File: config.mk
export PLATFORM = sky130hd
export DESIGN_NAME = adsr_envelope_gain_top_flat
export DESIGN_NICKNAME = d
export VERILOG_FILES = /design/src/design/adsr_pkg.sv /design/src/design/adsr_in_if.sv /design/src/design/adsr_out_if.sv /design/src/design/adsr_envelope_gain_top.sv /design/src/design/adsr_ctrl.sv /design/src/design/adsr_dp.sv /design/src/flat_wrapper.sv
export SDC_FILE = /design/constraint.sdc
export NUM_CORES = 2
export LEC_CHECK = 0
export BUFFER_PORTS_ARGS = -buffer_cell sky130_fd_sc_hd__buf_4
export CELL_PAD_IN_SITES_DETAIL_PLACEMENT = 1
export CELL_PAD_IN_SITES_GLOBAL_PLACEMENT = 2
export CORE_MARGIN = 4
export CORE_UTILIZATION = 43
export CTS_BUF_LIST = sky130_fd_sc_hd__clkbuf_4
export CTS_CLUSTER_SIZE = 25
export DETAILED_ROUTE_END_ITERATION = 7
export MAX_ROUTING_LAYER = met4
export PLACE_DENSITY = 0.87
export REMOVE_ABC_BUFFERS = 1
export SYNTH_ARGS = -nofsm -noshare
export SYNTH_HDL_FRONTEND = slang
export SYNTH_SLANG_ARGS = --single-unit
File: constraint.sdc
create_clock -name clk -period 9.4 [get_ports clk]
set_input_delay 1.41 -clock clk [delete_from_list [all_inputs] [get_ports clk]]
set_output_delay 1.41 -clock clk [all_outputs]
set_load 0.03 [all_outputs]
File: src/design/adsr_pkg.sv
// Shared types and constants for the ADSR envelope gain block.
// Used by the channel interfaces, the controller, the datapath and the top level.
package adsr_pkg;

	localparam int LVL_W = 25;
	localparam int SMP_W = 24;
	localparam int RF_W  = 24;
	localparam int CMD_W = 2;
	localparam int IDX_W = 2;
	localparam int PH_W  = 3;
	localparam int MUL_W = 26;

	localparam logic [LVL_W-1:0] LEVEL_ONE = 25'd16777216;

	localparam logic [LVL_W-1:0] RST_ATTACK  = 25'd380;
	localparam logic [LVL_W-1:0] RST_DECAY   = 25'd380;
	localparam logic [LVL_W-1:0] RST_SUSTAIN = 25'd8388608;
	localparam logic [RF_W-1:0]  RST_RELEASE = 24'd16775075;

	typedef enum logic [CMD_W-1:0] {
		CMD_SAMPLE   = 2'd0,
		CMD_NOTE_ON  = 2'd1,
		CMD_NOTE_OFF = 2'd2,
		CMD_RESET    = 2'd3
	} cmd_t;

	typedef enum logic [IDX_W-1:0] {
		REG_ATTACK  = 2'd0,
		REG_DECAY   = 2'd1,
		REG_SUSTAIN = 2'd2,
		REG_RELEASE = 2'd3
	} reg_idx_t;

	typedef enum logic [PH_W-1:0] {
		PH_IDLE    = 3'd0,
		PH_ATTACK  = 3'd1,
		PH_DECAY   = 3'd2,
		PH_SUSTAIN = 3'd3,
		PH_RELEASE = 3'd4
	} phase_t;

	typedef struct packed {
		logic take;
		logic step;
		logic rel_load;
		logic mul_en;
		logic mul_rel;
		logic load_out;
	} ctrl_cmd_t;

	typedef struct packed {
		logic is_sample;
		logic rel_mul;
		logic out_free;
	} ctrl_sts_t;

endpackage

File: src/design/adsr_in_if.sv
// Input channel: valid/ready handshake carrying a command and an audio sample.
// Depends on adsr_pkg for field widths.
interface adsr_in_if;
	import adsr_pkg::*;

	logic                    valid;
	logic                    ready;
	logic [CMD_W-1:0]        cmd;
	logic signed [SMP_W-1:0] sample_in;

	modport source (output valid, output cmd, output sample_in, input ready);
	modport sink (input valid, input cmd, input sample_in, output ready);
endinterface

File: src/design/adsr_out_if.sv
// Output channel: valid/ready handshake carrying the scaled sample and envelope state.
// Depends on adsr_pkg for field widths.
interface adsr_out_if;
	import adsr_pkg::*;

	logic                    valid;
	logic                    ready;
	logic signed [SMP_W-1:0] sample_out;
	logic [LVL_W-1:0]        envelope_level;
	logic [PH_W-1:0]         phase_out;

	modport source (output valid, output sample_out, output envelope_level,
		output phase_out, input ready);
	modport sink (input valid, input sample_out, input envelope_level,
		input phase_out, output ready);
endinterface

File: src/design/adsr_envelope_gain_top.sv
// ADSR envelope gain. After acceptance a sample transaction passes the step, gain and
// load states, plus a release state in release with a nonzero envelope (extra pass
// through the shared multiplier). Input is taken only in idle; a command gives no result.
// A full result register stalls the sequencer in its load step only.
// Reset: phase idle, envelope zero, registers at their defaults, result register empty.
module adsr_envelope_gain_top (
	input  logic                       clk,
	input  logic                       arst_n,
	input  logic                       cfg_we,
	input  logic [adsr_pkg::IDX_W-1:0] cfg_idx,
	input  logic [adsr_pkg::LVL_W-1:0] cfg_data,
	adsr_in_if.sink                    in_ch,
	adsr_out_if.source                 out_ch
);
	import adsr_pkg::*;

	ctrl_cmd_t ctl_cmd;
	ctrl_sts_t ctl_sts;

	adsr_ctrl u_ctrl (
		.clk      (clk),
		.arst_n   (arst_n),
		.in_valid (in_ch.valid),
		.in_ready (in_ch.ready),
		.sts      (ctl_sts),
		.cmd      (ctl_cmd)
	);

	adsr_dp u_dp (
		.clk        (clk),
		.arst_n     (arst_n),
		.cfg_we     (cfg_we),
		.cfg_idx    (cfg_idx),
		.cfg_data   (cfg_data),
		.in_cmd     (in_ch.cmd),
		.in_sample  (in_ch.sample_in),
		.cmd        (ctl_cmd),
		.sts        (ctl_sts),
		.out_ready  (out_ch.ready),
		.out_valid  (out_ch.valid),
		.out_sample (out_ch.sample_out),
		.out_level  (out_ch.envelope_level),
		.out_phase  (out_ch.phase_out)
	);

	a_load_free: assert property (@(posedge clk) disable iff (!arst_n)
		ctl_cmd.load_out |-> ctl_sts.out_free)
		else $error("result loaded over a waiting transaction");

	a_rel_after_step: assert property (@(posedge clk) disable iff (!arst_n)
		ctl_cmd.rel_load |-> $past(ctl_cmd.step))
		else $error("release load without a preceding step");

	a_excl: assert property (@(posedge clk) disable iff (!arst_n)
		$onehot0({ctl_cmd.take, ctl_cmd.step, ctl_cmd.rel_load, ctl_cmd.load_out}))
		else $error("overlapping datapath commands");

	a_cmd_no_result: assert property (@(posedge clk) disable iff (!arst_n)
		(ctl_cmd.take && !ctl_sts.is_sample) |=> !ctl_cmd.step)
		else $error("command transaction started an envelope step");

endmodule

File: src/design/adsr_ctrl.sv
// Sequencer for the envelope gain: accept, step, optional release multiply,
// gain multiply, result load. Depends on adsr_pkg for command and status structs.
module adsr_ctrl (
	input  logic                 clk,
	input  logic                 arst_n,
	input  logic                 in_valid,
	output logic                 in_ready,
	input  adsr_pkg::ctrl_sts_t  sts,
	output adsr_pkg::ctrl_cmd_t  cmd
);
	import adsr_pkg::*;

	typedef enum logic [2:0] {
		S_IDLE,
		S_STEP,
		S_REL,
		S_GAIN,
		S_LOAD
	} state_t;

	state_t state_q;

	always_ff @(posedge clk or negedge arst_n) begin
		if (!arst_n) begin
			state_q <= S_IDLE;
		end else begin
			case (state_q)
				S_IDLE: begin
					if (in_valid && sts.is_sample) state_q <= S_STEP;
				end
				S_STEP: begin
					state_q <= sts.rel_mul ? S_REL : S_GAIN;
				end
				S_REL: begin
					state_q <= S_GAIN;
				end
				S_GAIN: begin
					state_q <= S_LOAD;
				end
				S_LOAD: begin
					if (sts.out_free) state_q <= S_IDLE;
				end
				default: begin
					state_q <= S_IDLE;
				end
			endcase
		end
	end

	assign in_ready = (state_q == S_IDLE);

	always_comb begin
		cmd          = '0;
		cmd.take     = (state_q == S_IDLE) && in_valid;
		cmd.step     = (state_q == S_STEP);
		cmd.rel_load = (state_q == S_REL);
		cmd.mul_en   = ((state_q == S_STEP) && sts.rel_mul) || (state_q == S_GAIN);
		cmd.mul_rel  = (state_q == S_STEP);
		cmd.load_out = (state_q == S_LOAD) && sts.out_free;
	end

endmodule

File: src/design/adsr_dp.sv
// Datapath: configuration registers, envelope and phase state, shared multiplier
// and result register. Depends on adsr_pkg for types and constants.
module adsr_dp (
	input  logic                       clk,
	input  logic                       arst_n,
	input  logic                       cfg_we,
	input  logic [adsr_pkg::IDX_W-1:0] cfg_idx,
	input  logic [adsr_pkg::LVL_W-1:0] cfg_data,
	input  logic [adsr_pkg::CMD_W-1:0] in_cmd,
	input  logic signed [adsr_pkg::SMP_W-1:0] in_sample,
	input  adsr_pkg::ctrl_cmd_t        cmd,
	output adsr_pkg::ctrl_sts_t        sts,
	input  logic                       out_ready,
	output logic                       out_valid,
	output logic signed [adsr_pkg::SMP_W-1:0] out_sample,
	output logic [adsr_pkg::LVL_W-1:0] out_level,
	output logic [adsr_pkg::PH_W-1:0]  out_phase
);
	import adsr_pkg::*;

	logic [LVL_W-1:0]        atk_q;
	logic [LVL_W-1:0]        dec_q;
	logic [LVL_W-1:0]        sus_q;
	logic [RF_W-1:0]         rf_q;
	phase_t                  phase_q;
	logic [LVL_W-1:0]        env_q;
	logic signed [SMP_W-1:0] smp_q;
	logic [2*SMP_W-1:0]      prod_q;
	logic                    out_valid_q;
	logic signed [SMP_W-1:0] out_sample_q;
	logic [LVL_W-1:0]        out_level_q;
	phase_t                  out_phase_q;

	logic [LVL_W:0]          atk_sum;
	logic signed [MUL_W-1:0] mul_a;
	logic signed [MUL_W-1:0] mul_b;
	logic signed [2*MUL_W-1:0] mul_p;

	assign atk_sum = {1'b0, env_q} + {1'b0, atk_q};

	always_comb begin
		if (cmd.mul_rel) begin
			mul_a = $signed({1'b0, env_q});
			mul_b = $signed({2'b00, rf_q});
		end else begin
			mul_a = $signed({{(MUL_W-SMP_W){smp_q[SMP_W-1]}}, smp_q});
			mul_b = $signed({1'b0, env_q});
		end
		mul_p = mul_a * mul_b;
	end

	always_ff @(posedge clk or negedge arst_n) begin
		if (!arst_n) begin
			atk_q <= RST_ATTACK;
			dec_q <= RST_DECAY;
			sus_q <= RST_SUSTAIN;
			rf_q  <= RST_RELEASE;
		end else if (cfg_we) begin
			case (reg_idx_t'(cfg_idx))
				REG_ATTACK:  atk_q <= cfg_data;
				REG_DECAY:   dec_q <= cfg_data;
				REG_SUSTAIN: sus_q <= cfg_data;
				REG_RELEASE: rf_q  <= cfg_data[RF_W-1:0];
				default: begin
				end
			endcase
		end
	end

	always_ff @(posedge clk or negedge arst_n) begin
		if (!arst_n) begin
			phase_q <= PH_IDLE;
			env_q   <= '0;
		end else if (cmd.take) begin
			case (cmd_t'(in_cmd))
				CMD_NOTE_ON:  phase_q <= PH_ATTACK;
				CMD_NOTE_OFF: phase_q <= PH_RELEASE;
				CMD_RESET: begin
					phase_q <= PH_IDLE;
					env_q   <= '0;
				end
				default: begin
				end
			endcase
		end else if (cmd.step) begin
			case (phase_q)
				PH_ATTACK: begin
					if (env_q < LEVEL_ONE) begin
						env_q <= (atk_sum > {1'b0, LEVEL_ONE}) ? LEVEL_ONE : atk_sum[LVL_W-1:0];
					end else begin
						phase_q <= PH_DECAY;
					end
				end
				PH_DECAY: begin
					if (env_q > sus_q) begin
						env_q <= (env_q > dec_q) ? (env_q - dec_q) : '0;
					end else begin
						phase_q <= PH_SUSTAIN;
					end
				end
				PH_RELEASE: begin
					if (env_q == '0) begin
						phase_q <= PH_IDLE;
					end
				end
				default: begin
				end
			endcase
		end else if (cmd.rel_load) begin
			env_q <= {1'b0, prod_q[2*SMP_W-1:SMP_W]};
		end
	end

	always_ff @(posedge clk) begin
		if (cmd.take) smp_q <= in_sample;
		if (cmd.mul_en) prod_q <= mul_p[2*SMP_W-1:0];
	end

	always_ff @(posedge clk or negedge arst_n) begin
		if (!arst_n) begin
			out_valid_q <= 1'b0;
		end else if (cmd.load_out) begin
			out_valid_q <= 1'b1;
		end else if (out_ready) begin
			out_valid_q <= 1'b0;
		end
	end

	always_ff @(posedge clk) begin
		if (cmd.load_out) begin
			out_sample_q <= $signed(prod_q[2*SMP_W-1:SMP_W]);
			out_level_q  <= env_q;
			out_phase_q  <= phase_q;
		end
	end

	assign sts.is_sample = (cmd_t'(in_cmd) == CMD_SAMPLE);
	assign sts.rel_mul   = (phase_q == PH_RELEASE) && (env_q != '0);
	assign sts.out_free  = !out_valid_q || out_ready;

	assign out_valid  = out_valid_q;
	assign out_sample = out_sample_q;
	assign out_level  = out_level_q;
	assign out_phase  = out_phase_q;

endmodule

File: src/flat_wrapper.sv
// flat-port wrapper written by rule: the top's interface ports become plain ports
module adsr_envelope_gain_top_flat import adsr_pkg::*;
  (clk, arst_n, cfg_we, cfg_idx, cfg_data, in_ch_valid, in_ch_cmd, in_ch_sample_in, in_ch_ready, out_ch_valid, out_ch_sample_out, out_ch_envelope_level, out_ch_phase_out, out_ch_ready);
  adsr_in_if in_ch_i ();
  adsr_out_if out_ch_i ();
  input  logic clk;
  input  logic arst_n;
  input  logic cfg_we;
  input  logic [adsr_pkg::IDX_W-1:0] cfg_idx;
  input  logic [adsr_pkg::LVL_W-1:0] cfg_data;
  input wire logic [$bits(in_ch_i.valid)-1:0] in_ch_valid;
  input wire logic [$bits(in_ch_i.cmd)-1:0] in_ch_cmd;
  input wire logic [$bits(in_ch_i.sample_in)-1:0] in_ch_sample_in;
  output wire logic [$bits(in_ch_i.ready)-1:0] in_ch_ready;
  output wire logic [$bits(out_ch_i.valid)-1:0] out_ch_valid;
  output wire logic [$bits(out_ch_i.sample_out)-1:0] out_ch_sample_out;
  output wire logic [$bits(out_ch_i.envelope_level)-1:0] out_ch_envelope_level;
  output wire logic [$bits(out_ch_i.phase_out)-1:0] out_ch_phase_out;
  input wire logic [$bits(out_ch_i.ready)-1:0] out_ch_ready;
  assign in_ch_i.valid = in_ch_valid;
  assign in_ch_i.cmd = in_ch_cmd;
  assign in_ch_i.sample_in = in_ch_sample_in;
  assign in_ch_ready = in_ch_i.ready;
  assign out_ch_valid = out_ch_i.valid;
  assign out_ch_sample_out = out_ch_i.sample_out;
  assign out_ch_envelope_level = out_ch_i.envelope_level;
  assign out_ch_phase_out = out_ch_i.phase_out;
  assign out_ch_i.ready = out_ch_ready;
  adsr_envelope_gain_top u_core (.clk(clk), .arst_n(arst_n), .cfg_we(cfg_we), .cfg_idx(cfg_idx), .cfg_data(cfg_data), .in_ch(in_ch_i), .out_ch(out_ch_i));
endmodule
==> results_dict.tcl <==
set metrics [dict create \
    synth_area_leader_cell "fa_1" \
    cts.path.max_buffers 3 \
    grt_usage_pct 30.1 \
    synth_common_cells "inv_1, fa_1, nand2_1" \
    syn_avg_cell_area_sq_um 9.49 \
    fin_nets 4756 \
    num_vias 27000 \
    ant_nets 0 \
    synth.distinct_cells 79 \
    netlist.area_leader.share_pct 37.6 \
    dp_hpwl_mm 101 \
    grt_pass1_vias 30100 \
    drc 0 \
    status "complete, no violations" \
    num_rows 103 \
    fmax_mhz 110 \
    cts_buffers 70 \
    clock_sinks 231 \
    synth_area_leaders "fa_1, edfxtp_1, inv_1" \
    dr.pass1.iters 7 \
    grt_max_degree 67 \
    cts-resized-gates 0 \
    synth.most_common_cell "inv_1" \
    ys_ff_latch 231 \
    clk_pin_slew_ps 70 \
    fin_crit_ps 9070 \
    yosysSeqAreaShare_pct 18.3 \
    initial_core_util_pct 43.5 \
    area_delta_synth_final_pct 11.3 \
    syn_area_sq_um 34500 \
    setup_viol 0 \
    worst_pin_slew_ps 929 \
    drv_slew 0 \
    holdCritPathClass "register to register" \
    cts-root-buf "clkbuf_4" \
    finalCritPeriodShare_pct 96.5 \
    async_reset_ff_share_pct 56.7 \
    io_buffers 111 \
    routedWlPerCell_um 24.8 \
    wl_mm 123 \
    yosys_warnings 0 \
    synth_edf_count 100 \
    netlist_instances 3633 \
    die_h_um 291 \
    end_kind "register" \
    fin_skew_ps 110 \
    drive_above_1_share_pct 14.2 \
    drv_cap 0 \
    insertion_delay_ps 830 \
    synthFlopType "edfxtp_1" \
    hold_viol_final 0 \
    maxSlewHeadroom_pct 37.9 \
    gr-total-overflow 0 \
    gp_congestion 0.948 \
    worst-setup-path-type "register to register" \
    grt_pass1_wl_mm 185 \
    dieArea_sq_um 84800 \
    cts_max_level 3 \
    worst-path-max-fanout 21 \
    setup.worst_path.start_class "register" \
    core_sq_um 79300 \
    place_ws_ps 156 \
    setup_slack_ps 326 \
    via_per_inst 5.45 \
    dr.first_iter.drc_count 1889 \
    top_level_ports 112 \
    antenna_found_initial 6 \
    cts_tree "built" \
    worstPathArrival_ps 9620 \
    required_ps 9950 \
    rsz0062_at_grt "false" \
    post_cts_buffers 0 \
    cts_hold_buffers 0 \
    die_w_um 291 \
]
final cells by class:
type | count | area [sq um]
diodes | 6 | 15.0
clock buffers | 107 | 803
clock inverters | 23 | 145
fillers | 9163 | 40900
inverters | 793 | 2980
multi-input cells | 2485 | 24800
flip-flops and latches | 231 | 6320
well taps | 1050 | 1310
repair buffers | 255 | 2010
kinds of logic (layout without fill, tap and decap cells):
logic type                 count (synthesis)  after routing  share of synthesized area [%]
and+or+nand+nor                         1054           1054                           12.8
muxes                                    148            148                           4.66
xor gates and xnor gates                  82             82                           2.08
buffers and inverters                    917           1178                           10.0
AOI/OAI and AO/OA                        339            339                           6.70
adders and majority gates                862            862                           45.4
other                                      0              6                              0
DFF                                      231            231                           18.3
registers in the layout, indices dropped and copies added, names as in the netlist:
register                cells
u_core.u_dp.atk_q          25
u_core.u_dp.dec_q          25
u_core.u_dp.env_q          25
u_core.u_dp.out_level      25
u_core.u_dp.sus_q          25
u_core.u_dp.out_sample     24
u_core.u_dp.prod_q         24
u_core.u_dp.rf_q           24
u_core.u_dp.smp_q          24
u_core.u_ctrl.state_q       3
u_core.u_dp.out_phase       3
u_core.u_dp.phase_q         3
u_core.u_dp.out_valid       1
final timing paths:
kind                                          start                   endpoint  slack (ps)  cells after the start
min                          u_core.u_dp.prod_q[27]  u_core.u_dp.out_sample[3]         460                      0
min reg2reg                  u_core.u_dp.prod_q[27]  u_core.u_dp.out_sample[3]         460                      0
max                        u_core.u_ctrl.state_q[2]     u_core.u_dp.prod_q[45]         330                     26
max reg2reg                u_core.u_ctrl.state_q[2]     u_core.u_dp.prod_q[45]         330                     26
max in group asynchronous                    arst_n       u_core.u_dp.env_q[4]        7350                      2
min in group asynchronous                    arst_n      u_core.u_dp.sus_q[19]         580                      1
layout by cell type (no fill, tap or decap), types with 8 or more instances in the layout:
master | synthesis | final
inv_1 | 793 | 793
fa_1 | 648 | 648
nand2_1 | 443 | 443
nor2_1 | 424 | 424
buf_4 | 0 | 247
ha_1 | 214 | 214
clkbuf_4 | 0 | 107
mux2_2 | 100 | 100
edfxtp_1 | 100 | 100
dfrtp_1 | 99 | 99
a21oi_1 | 77 | 75
o21ai_0 | 69 | 69
xnor2_1 | 60 | 60
and3_1 | 42 | 42
a21o_1 | 41 | 41
mux2i_1 | 48 | 33
dfstp_2 | 32 | 32
nor3_1 | 31 | 30
xor2_1 | 22 | 22
nand3_1 | 21 | 21
mux2i_2 | 0 | 15
o211ai_1 | 15 | 15
nand2b_1 | 13 | 13
nand4_1 | 12 | 12
clkinv_1 | 0 | 12
nor2b_1 | 11 | 11
o21a_1 | 10 | 10
or2_2 | 10 | 10
a221oi_1 | 10 | 10
and2_1 | 9 | 9
a211oi_1 | 10 | 9
o31ai_1 | 9 | 9
a222oi_1 | 9 | 9
o21bai_1 | 8 | 8
a31oi_1 | 8 | 8
nor4_1 | 8 | 8
through the flow:
step,TNS (ps),hold WS (ps),util (%),instances,area (sq um)
after global routing,0,446,48.4,4950,38400
after floorplan,-137570,421,-,3509,34000
after CTS,0,475,48.4,4944,38300
final,0,459,48.4,4950,38400
after detailed placement,0,467,47.2,4814,37400
after global placement,0,467,47.2,4814,37400
metal layers:
layer,global-route usage [%],part of all wire [%],vias to the layer above
li1,-,-,11700
met5,-,0,-
met1,37.5,41,14000
met2,47.7,47,949
met4,14.0,5.6,0
met3,5.55,6.6,290
critical path, stage by stage, from the launching register on:
cell and delay (ps):
dfrtp_1 480, or3b_4 610, buf_4 260, and2_1 180, buf_4 220, nand2_1 140
inv_1 110, fa_1 710, inv_1 160, fa_1 660, inv_1 250, fa_1 850
fa_1 530, fa_1 540, fa_1 500, inv_1 50, fa_1 490, inv_1 40
ha_1 350, nand3_1 120, nor2_1 210, nand2_1 190, a211oi_2 490, nor2_1 160
a21oi_1 230, a21oi_1 120, xnor2_1 130
Power is left out: the tool's default activity adds up to more than one toggle a clock period on the data nets, which glitch-free logic cannot reach.
